==> src/rtl/adn_pkg.sv <==
// shared types and constants for the axis deadzone normalizer
// no dependencies

package adn_pkg;

  localparam int DEF_SAMPLE_WIDTH = 32;
  localparam int FIELD_WIDTH      = 32;
  localparam int PCT_WIDTH        = 7;
  localparam int VALUE_WIDTH      = 8;

  // apb register map
  localparam int DATA_WIDTH = 32;
  localparam int ADDR_WIDTH = 4;
  localparam int IDX_WIDTH  = 2;
  localparam logic [IDX_WIDTH-1:0] REG_MIN = 2'd0;
  localparam logic [IDX_WIDTH-1:0] REG_MAX = 2'd1;
  localparam logic [IDX_WIDTH-1:0] REG_PCT = 2'd2;

  localparam logic [FIELD_WIDTH-1:0] MIN_RESET = 32'hFFFF_8000;
  localparam logic [FIELD_WIDTH-1:0] MAX_RESET = 32'h0000_7FFF;
  localparam logic [PCT_WIDTH-1:0]   PCT_RESET = 7'd10;

  // arithmetic constants
  localparam int DZ_MAX_PCT = 50;
  localparam int DZ_DIV     = 200;
  localparam int DZ_ODD     = 25;
  localparam int DZ_SHIFT   = 3;
  localparam int PCT_SCALE  = 100;
  localparam int QBITS      = 7;
  localparam logic [QBITS-1:0] QMAX = 7'd100;

  // floor(t / 200) for the small remainder term, t < 2^15
  localparam int T_SHW    = 12;
  localparam int T_RSH    = 17;
  localparam int T_RECIP  = 5243;
  localparam int TPROD_W  = 25;

  typedef struct packed {
    logic [FIELD_WIDTH-1:0] axis_minimum;
    logic [FIELD_WIDTH-1:0] axis_maximum;
    logic [PCT_WIDTH-1:0]   deadzone_percent;
  } adn_cfg_t;

  typedef struct packed {
    logic neg;
    logic zero;
    logic invalid;
  } adn_flags_t;

endpackage

==> src/rtl/adn_div_cell.sv <==
// one restoring-division cell: resolves a single quotient bit per item
// depends on adn_pkg

module adn_div_cell import adn_pkg::*; #(
  parameter int SAMPLE_WIDTH = DEF_SAMPLE_WIDTH,
  parameter int SHIFT        = 0
) (
  input  logic                          clk,
  input  logic                          rst,
  input  logic                          up_valid,
  output logic                          up_ready,
  input  logic [SAMPLE_WIDTH+QBITS-1:0] rem_in,
  input  logic [SAMPLE_WIDTH-1:0]       den_in,
  input  logic [QBITS-1:0]              q_in,
  input  adn_flags_t                    flags_in,
  output logic                          down_valid,
  input  logic                          down_ready,
  output logic [SAMPLE_WIDTH+QBITS-1:0] rem_out,
  output logic [SAMPLE_WIDTH-1:0]       den_out,
  output logic [QBITS-1:0]              q_out,
  output adn_flags_t                    flags_out
);

  localparam int NW = SAMPLE_WIDTH + QBITS;

  logic          v;
  logic [NW:0]   trial;
  logic          ge;
  logic [QBITS-1:0] q_next;

  assign up_ready   = !v || down_ready;
  assign down_valid = v;

  assign trial = {1'b0, rem_in} - {1'b0, NW'(den_in) << SHIFT};
  assign ge    = !trial[NW];

  always_comb begin
    q_next        = q_in;
    q_next[SHIFT] = ge;
  end

  always_ff @(posedge clk) begin
    if (rst) begin
      v <= 1'b0;
    end else if (up_ready) begin
      v <= up_valid;
    end
  end

  always_ff @(posedge clk) begin
    if (up_ready) begin
      rem_out   <= ge ? trial[NW-1:0] : rem_in;
      den_out   <= den_in;
      q_out     <= q_next;
      flags_out <= flags_in;
    end
  end

endmodule

==> config.mk <==
export PLATFORM = sky130hd
export DESIGN_NAME = adn_div_cell
export DESIGN_NICKNAME = d
export VERILOG_FILES = /design/src/rtl/adn_pkg.sv /design/src/rtl/adn_div_cell.sv
export SDC_FILE = /design/constraint.sdc
export NUM_CORES = 1
export LEC_CHECK = 0
export ABC_AREA = 1
export BUFFER_PORTS_ARGS = -buffer_cell sky130_fd_sc_hd__buf_4
export CAP_MARGIN = 20
export CORE_ASPECT_RATIO = 0.7
export CORE_UTILIZATION = 53
export DETAILED_ROUTE_END_ITERATION = 10
export PLACE_DENSITY = 0.91
export SLEW_MARGIN = 20
export SYNTH_ARGS = -nofsm -noshare
export SYNTH_HDL_FRONTEND = slang
export SYNTH_SLANG_ARGS = --single-unit
==> constraint.sdc <==
create_clock -name clk -period 3.7 [get_ports clk]
set_input_delay 0.555 -clock clk [delete_from_list [all_inputs] [get_ports clk]]
set_output_delay 0.555 -clock clk [all_outputs]
set_load 0.005 [all_outputs]
==> reports/qor.csv <==
stage,metric,value,unit
run_status,status,"finished, final reports clean",
critical_path,cp_data_arrival_time,2630,ps
power_and_ir_drop,p_leak,0.003960,uW
layout,drive_above_1_share,23.06,%
global_route,track_usage,28.69,%
route,drt_iter0_drc,526,
hold_path,hold_depth,2,
die,dieArea,11530,sq um
yosys,yosysSeqAreaShare,41.71,%
layout,n_antenna_cell,0,
route,first_pass_iters,5,
timing,hold_viol_final,0,
yosys,synth_top_cell_by_area,edfxtp_1,
route,vias,5667,
power_and_ir_drop,vdd_drop_max,0.3161,mV
critical_path,crit_type,input port to flip-flop,
hold_path,worstHoldPathType,input port to flip-flop,
die,die_w,127.9,microns
hold_path,min_to,down_valid,
yosys,synth_area_leaders,"edfxtp_1, nand2_1, inv_1, ha_1, nor2_1",
yosys,synth_cell_type_count,32,
yosys,synth_most_common_cell,nand2_1,
die,core_area,10550,sq um
clock_network,clk_pin_slew,70,ps
timing,holdWs,363.7,ps
critical_path,r2r-start,down_valid,
global_route,grt_max_degree,53,
global_route,grt_pass1_wl,25540,microns
timing,drv_slew,0,
critical_path,worstRegToRegCells,2,
yosys,syn-cell-area,5879,sq um
clock_network,clk_path_buf_depth,2,
die,rows,31,
hold_path,min_from,rst,
die,die_h,90.12,microns
layout,fin_nets,1093,
layout,stdcell_count,1128,
die,io_pins,168,
critical_path,cp_max_fo,4,
clock_network,root_buffer,clkbuf_16,
clock_network,cts_tree,done,
clock_network,cts_sinks,82,
clock_network,insertion_delay,350,ps
global_route,overflow,0,
yosys,ys_seq_elements,82,
power_and_ir_drop,power_density,380.3,nW/um^2
yosys,synth_flop_cell,edfxtp_1,
timing,tightest_slew,683.2,ps
global_route,grt_pass1_vias,5347,
place,dp_hpwl,12870,microns
critical_path,start_kind,input port,
flow_run,max_cap_viol_count,0,
clock_network,htree_levels,3,
global_route,antenna_found_initial,0,
power_and_ir_drop,total_power,2875,uW
clock_network,holdBufCountCts,0,
yosys,synth.top_cells.by_count,"nand2_1, inv_1, edfxtp_1",
timing,fin_crit,2527,ps
timing,setup-violations-final,0,
critical_path,regToRegEndpoint,rem_out[6],
yosys,ys_warn_count,0,
route,viasPerCell,5.024,
timing,tns,0,ps
place,io_buffers,166,
clock_network,cts_setup_buffers,0,
route,drt-total-wl,16300,microns
timing,rsz0062_at_grt,false,
timing,fin_crit_sh,68.31,%
route,ant_nets,0,
yosys,syn-instance-count,802,
place,gp_congestion,0.9431,
critical_path,r2r_slack,2000,ps
timing,fmax,395.7,MHz
route,drc,0,
layout,syn_to_final_growth,28.60,%
yosys,syn_nets,920,
critical_path,end_kind,flip-flop,
layout,utilization,71.67,%
route,wl_per_cell,14.45,microns
yosys,postSynthAreaPerCell,7.331,sq um
critical_path,worstPathRequired,3810,ps
clock_network,cts_made_buffers,9,
timing,max_slew_margin,54.45,%
timing,finalClockSkew,12.24,ps
yosys,ys_async_sr_fraction,0,%
place,place_inst,1112,
clock_network,ctsResizeCount,0,
die,start_util,55.73,%
yosys,synth_edf_count,81,
yosys,synth_top_area_share,41.37,%
==> logic make-up after synthesis <==
logic type	share of synthesized area (%)
AO/OA/AOI/OAI	3.916
XOR/XNOR	3.277
AND/OR/NAND/NOR	33.24
flip-flops	41.71
buffers and inverters	10.70
adder cells (fa/ha/maj)	7.150
==> routing by layer <==
layer | share of wire [%] | GRT usage, %
met3 | 8.7 | 6.369
met4 | 1.1 | 6.373
met2 | 44 | 45.43
met1 | 46 | 40.07
met5 | 0 | 0
==> sequential cells by signal, summed over array words and instances, names as in the netlist <==
register    flops
down_valid      1
rem_out        39
den_out        32
flags_out       3
q_out           7
==> cell usage in the layout (no fill, tap or decap), drive strengths merged <==
cell type / count
clkbuf: 10
and2: 2
a21oi: 29
clkinvlp: 3
nor4: 1
o21ai: 5
inv: 152
o21bai: 3
nand4: 3
or2: 1
a21o: 1
nor3: 13
xnor2: 1
nor2: 67
edfxtp: 81
dfxtp: 1
nand3: 41
nand3b: 6
fa: 1
clkinv: 2
xor2: 21
nand2: 336
buf: 168
ha: 32
==> worst max path at each step <==
stage / from / to / slack [ps] / cells after the start
finish: rem_in[0] / rem_out[30] / 1170 / 14
CTS: rem_in[0] / rem_out[30] / 1260 / 14
global route: rem_in[0] / rem_out[30] / 1040 / 14
detailed placement: rem_in[0] / rem_out[30] / 920 / 14
floorplan: down_ready / up_ready / 800 / 2
global placement: rem_in[0] / rem_out[30] / 930 / 14
==> metrics by stage <==
stage               cell area, sq um  setup slack (ps)
finish                          7561              1173
global route                    7561              1036
CTS                             7561              1261
detailed placement              7273             916.9
global placement                7273             932.8
floorplan                       5879             801.1
==> worst max-delay path, stage by stage <==
cell and delay (ps):
buf_4 70, inv_1 40, ha_1 180, inv_1 130, fa_1 250, nand3_1 130
nor2_1 250, nor2_1 160, o21ai_0 420, nand2_1 180, nand2_1 90, nand2_1 50
nand3_1 70, nand2_1 50
==> final cells by class <==
cell class              count  area, sq um
fillers                   881         2989
multi-input cells         563         2805
flip-flops and latches     82         2452
repair buffers            168         1261
inverters                 151        569.3
clock buffers              10        239.0
well taps                 148        185.2
clock inverters             6        48.80
==> report_power, final <==
part | internal, uW | switching (uW) | leakage, uW
combinational | 358 | 449 | 0.00298
clock | 479 | 393 | 0.000132
sequential | 1160 | 33.2 | 0.000844
Power figures use the tool's default switching activity.
