===== src/rtl/adn_pkg.sv =====
// shared types and constants for the axis deadzone normalizer
// no dependencies

package adn_pkg;

  localparam int DEF_SAMPLE_WIDTH = 32;
  localparam int FIELD_WIDTH      = 32;
  localparam int PCT_WIDTH        = 7;
  localparam int VALUE_WIDTH      = 8;

  // apb register map
  localparam int DATA_WIDTH = 32;
  localparam int ADDR_WIDTH = 4;
  localparam int IDX_WIDTH  = 2;
  localparam logic [IDX_WIDTH-1:0] REG_MIN = 2'd0;
  localparam logic [IDX_WIDTH-1:0] REG_MAX = 2'd1;
  localparam logic [IDX_WIDTH-1:0] REG_PCT = 2'd2;

  localparam logic [FIELD_WIDTH-1:0] MIN_RESET = 32'hFFFF_8000;
  localparam logic [FIELD_WIDTH-1:0] MAX_RESET = 32'h0000_7FFF;
  localparam logic [PCT_WIDTH-1:0]   PCT_RESET = 7'd10;

  // arithmetic constants
  localparam int DZ_MAX_PCT = 50;
  localparam int DZ_DIV     = 200;
  localparam int DZ_ODD     = 25;
  localparam int DZ_SHIFT   = 3;
  localparam int PCT_SCALE  = 100;
  localparam int QBITS      = 7;
  localparam logic [QBITS-1:0] QMAX = 7'd100;

  // floor(t / 200) for the small remainder term, t < 2^15
  localparam int T_SHW    = 12;
  localparam int T_RSH    = 17;
  localparam int T_RECIP  = 5243;
  localparam int TPROD_W  = 25;

  typedef struct packed {
    logic [FIELD_WIDTH-1:0] axis_minimum;
    logic [FIELD_WIDTH-1:0] axis_maximum;
    logic [PCT_WIDTH-1:0]   deadzone_percent;
  } adn_cfg_t;

  typedef struct packed {
    logic neg;
    logic zero;
    logic invalid;
  } adn_flags_t;

endpackage


===== src/rtl/adn_cfg_regs.sv =====
// apb configuration registers: axis minimum, axis maximum, deadzone percent
// depends on adn_pkg

module adn_cfg_regs import adn_pkg::*; (
  input  logic                  clk,
  input  logic                  rst,
  input  logic                  psel,
  input  logic                  penable,
  input  logic                  pwrite,
  input  logic [ADDR_WIDTH-1:0] paddr,
  input  logic [DATA_WIDTH-1:0] pwdata,
  output logic [DATA_WIDTH-1:0] prdata,
  output logic                  pready,
  output adn_cfg_t              cfg
);

  logic [IDX_WIDTH-1:0] idx;
  logic                 wr;

  assign idx    = paddr[ADDR_WIDTH-1:2];
  assign wr     = psel && penable && pwrite;
  assign pready = 1'b1;

  always_ff @(posedge clk) begin
    if (rst) begin
      cfg.axis_minimum     <= MIN_RESET;
      cfg.axis_maximum     <= MAX_RESET;
      cfg.deadzone_percent <= PCT_RESET;
    end else if (wr) begin
      case (idx)
        REG_MIN: cfg.axis_minimum     <= pwdata;
        REG_MAX: cfg.axis_maximum     <= pwdata;
        REG_PCT: cfg.deadzone_percent <= pwdata[PCT_WIDTH-1:0];
        default: ;
      endcase
    end
  end

  always_comb begin
    case (idx)
      REG_MIN: prdata = cfg.axis_minimum;
      REG_MAX: prdata = cfg.axis_maximum;
      REG_PCT: prdata = {{(DATA_WIDTH-PCT_WIDTH){1'b0}}, cfg.deadzone_percent};
      default: prdata = '0;
    endcase
  end

endmodule


===== config.mk =====
export PLATFORM = sky130hd
export DESIGN_NAME = adn_cfg_regs
export DESIGN_NICKNAME = d
export VERILOG_FILES = /design/src/rtl/adn_pkg.sv /design/src/rtl/adn_cfg_regs.sv
export SDC_FILE = /design/constraint.sdc
export NUM_CORES = 1
export LEC_CHECK = 0
export BUFFER_PORTS_ARGS = -buffer_cell sky130_fd_sc_hd__buf_2
export CAP_MARGIN = 20
export CORE_MARGIN = 2
export CORE_UTILIZATION = 49
export CTS_CLUSTER_SIZE = 16
export DETAILED_ROUTE_END_ITERATION = 8
export MAX_ROUTING_LAYER = met4
export PLACE_DENSITY = 0.88
export SLEW_MARGIN = 20
export SYNTH_ARGS = -nofsm -noshare
export SYNTH_HDL_FRONTEND = slang
export SYNTH_SLANG_ARGS = --single-unit
export TNS_END_PERCENT = 10

===== constraint.sdc =====
create_clock -name clk -period 1.55 [get_ports clk]
set_clock_uncertainty 0.1 [all_clocks]
set_input_delay 0.2325 -clock clk [delete_from_list [all_inputs] [get_ports clk]]
set_output_delay 0.2325 -clock clk [all_outputs]
set_load 0.01 [all_outputs]

==> load_flow_metrics.sql <==
INSERT INTO impl_metrics (metric_group, metric, value, unit) VALUES
('clock_network', 'cts_inserted_buffers', '9', ''),
('timing', 'timing.final.crit_share', '0.925', ''),
('clock_network', 'cts.sink_count', '71', ''),
('synth', 'synthesis.nets', '427', ''),
('layout', 'num-nets-final', '562', ''),
('global_routing', 'grt.total_usage', '0.203', ''),
('synth', 'yosys_register_bits', '71', ''),
('critical_path', 'crit_fanout', '10', ''),
('timing', 'hold_ws', '0.0714', 'ns'),
('placement', 'placed_cell_area', '4370', 'sq um'),
('detailed_routing', 'num_vias', '3059', ''),
('layout', 'layout.cells.most_common_list', '140 x sky130_fd_sc_hd__buf_2, 103 x sky130_fd_sc_hd__mux2i_1, 91 x sky130_fd_sc_hd__nor2_1', ''),
('timing', 'drv_slew', '0', ''),
('layout', 'antenna_cells_inserted', '0', ''),
('clock_network', 'cts-htree-levels', '3', ''),
('critical_path', 'critical-path-max-stage-delay', '0.26', 'ns'),
('floorplanning', 'ioPinCount', '145', ''),
('power_and_ir_drop', 'comb_power_share', '0.134', ''),
('critical_path', 'path_cells', 'buf_2, buf_4, mux2i_1, nor2_1, buf_2', ''),
('timing', 'final_hold_viol_count', '0', ''),
('clock_network', 'clock_root_buffer', 'sky130_fd_sc_hd__clkbuf_8', ''),
('power_and_ir_drop', 'worst_ir_drop_vdd', '408', 'uV'),
('clock_network', 'clk_path_buf_depth', '2', ''),
('min_path', 'hold_path_startpoint', 'pwdata[21]', ''),
('layout', 'max_flop_register', 'cfg', ''),
('floorplanning', 'die-height', '89.7', 'um'),
('layout', 'post_route_cells_drive_above_1_share', '0.331', ''),
('critical_path', 'cp-end-kind', 'output port', ''),
('global_routing', 'grt_overflow_total', '0', ''),
('critical_path', 'worst-endpoint-required', '1.22', 'ns'),
('critical_path', 'crit_top_cell', 'sky130_fd_sc_hd__buf_2', ''),
('floorplanning', 'floorplan.initialDensity', '0.501', ''),
('clock_network', 'post_cts.resized_instances', '0', ''),
('clock_network', 'worst_setup_hold_path_clk_slew', '0.07', 'ns'),
('detailed_routing', 'post_drt_via_cell_ratio', '4.92', ''),
('layout', 'area_growth_syn_to_layout', '26.3', '%'),
('power_and_ir_drop', 'power_leakage', '2.03', 'nW'),
('floorplanning', 'die_w', '89.7', 'um'),
('timing', 'period_needed', '1.43', 'ns'),
('synth', 'syn-instance-count', '386', ''),
('layout', 'nFillCells', '626', ''),
('detailed_routing', 'wire_per_inst', '13.4', 'um'),
('critical_path', 'startpoint_type', 'primary input', ''),
('critical_path', 'cpMaxStageDelayCell', 'sky130_fd_sc_hd__buf_4', ''),
('synth', 'synth.lib_cells_used.distinct', '18', ''),
('global_routing', 'first_global_vias', '2700', ''),
('layout', 'layoutNonFillerInstCount', '622', ''),
('timing', 'grt_setup_unrepaired', 'no', ''),
('detailed_routing', 'residual_drc_count', '0', ''),
('detailed_routing', 'drt-total-wl', '8.31', 'mm'),
('clock_network', 'tritoncts', 'done', ''),
('synth', 'syn_avg_cell_area', '9.32', 'sq um'),
('placement', 'post-place-cells', '609', ''),
('job', 'drv.max_cap_violation_count', '0', ''),
('critical_path', 'critical_path.startpoint', 'paddr[2]', ''),
('detailed_routing', 'detail_route.iter0.violations', '90', ''),
('power_and_ir_drop', 'internal', '0.00276', 'W'),
('layout', 'multi_input_area', '1940', 'sq um'),
('global_routing', 'grt_first_pass_wirelength', '12.3', 'mm'),
('detailed_routing', 'total_iterations_of_the_first_detailed_routing_run', '4', ''),
('critical_path', 'worstPathArrival', '1.10', 'ns'),
('critical_path', 'worst-r2r-setup-slack', '0.80', 'ns'),
('floorplanning', 'die_area', '8040', 'sq um'),
('placement', 'place.detailed.hpwl', '6.02', 'mm'),
('power_and_ir_drop', 'power.share.sequential', '0.511', ''),
('power_and_ir_drop', 'clockPowerShare', '0.355', ''),
('min_path', 'hp-class', 'in2reg', ''),
('outcome', 'run_status', 'complete, no violations', ''),
('clock_network', 'cts_setup_buffers', '0', ''),
('global_routing', 'grt_antenna_before_repair', '0', ''),
('clock_network', 'clock_insertion_delay_worst_skew', '0.32', 'ns');
## critical path, delay by kind of cell
| kind | cells | cell delay [ns] |
|---|---|---|
| mux | 1 | 0.21 |
| simple gates | 1 | 0.07 |
| buf+inv | 3 | 0.59 |
## Yosys cell counts (all sizes together)
| cell type | count | area (sq um) |
|---|---|---|
| clkbuf | 13 | 48.8 |
| mux2i | 103 | 1030 |
| nand4 | 1 | 21.3 |
| nor2 | 91 | 342 |
| nand2 | 7 | 26.3 |
| nor3 | 1 | 16.3 |
| o21ai | 7 | 35.0 |
| conb | 1 | 3.75 |
| nor2b | 1 | 6.26 |
| dfxtp | 71 | 1420 |
| nand3 | 1 | 10.0 |
| nand2b | 69 | 432 |
| buf | 19 | 190 |
| nor3b | 1 | 12.5 |
## worst paths after layout
| kind | endpoint | cells after the start |
|---|---|---|
| setup / recovery | prdata[8] | 5 |
| hold / removal | cfg[28]$_SDFFE_PP0P_ | 3 |
| setup reg to reg | cfg[60]$_SDFFE_PP1P_ | 2 |
| hold reg to reg | cfg[30]$_SDFFE_PP0P_ | 2 |
## metrics by stage
step,power (W),setup slack [ns]
after floorplan,0.00221,0.231
after global placement,0.00239,0.117
after detailed placement,0.00240,0.0763
after CTS,0.00370,0.104
after global routing,0.00383,0.000278
final,0.00365,0.117
## final cells by class
class | count | share of cell area
multi-input cells | 283 | 0.428
flip-flops and latches | 71 | 0.313
repair buffers | 156 | 0.195
clock buffers | 12 | 0.0364
well taps | 99 | 0.0273
clock inverters | 1 | 0.00110
## routing by layer
metal | GRT usage | share of wire | wire (um) | vias to the layer above
met1 | 0.237 | 0.43 | 3560 | 1440
met4 | 0.0814 | 0.013 | 104 | 0
met5 | - | 0 | 0 | -
met2 | 0.348 | 0.51 | 4270 | 82
li1 | - | - | - | 1527
met3 | 0.0347 | 0.044 | 369 | 10
## power groups by stage
stage / registers, W / logic [W] / clock network (W)
floorplan: 0.00192 / 0.000296 / 0
global placement: 0.00191 / 0.000481 / 0
detailed placement: 0.00191 / 0.000495 / 0
CTS: 0.00187 / 0.000497 / 0.00134
global route: 0.00187 / 0.000543 / 0.00141
finish: 0.00187 / 0.000491 / 0.00130
## cell families after synthesis
family | after synthesis | synth area share
muxes | 103 | 0.287
and+or+nand+nor | 172 | 0.241
DFF | 71 | 0.395
AOI/OAI and AO/OA | 7 | 0.00974
other | 1 | 0.00104
buffers and inverters | 32 | 0.0665
Note: power is estimated with default switching activity, not from simulation.
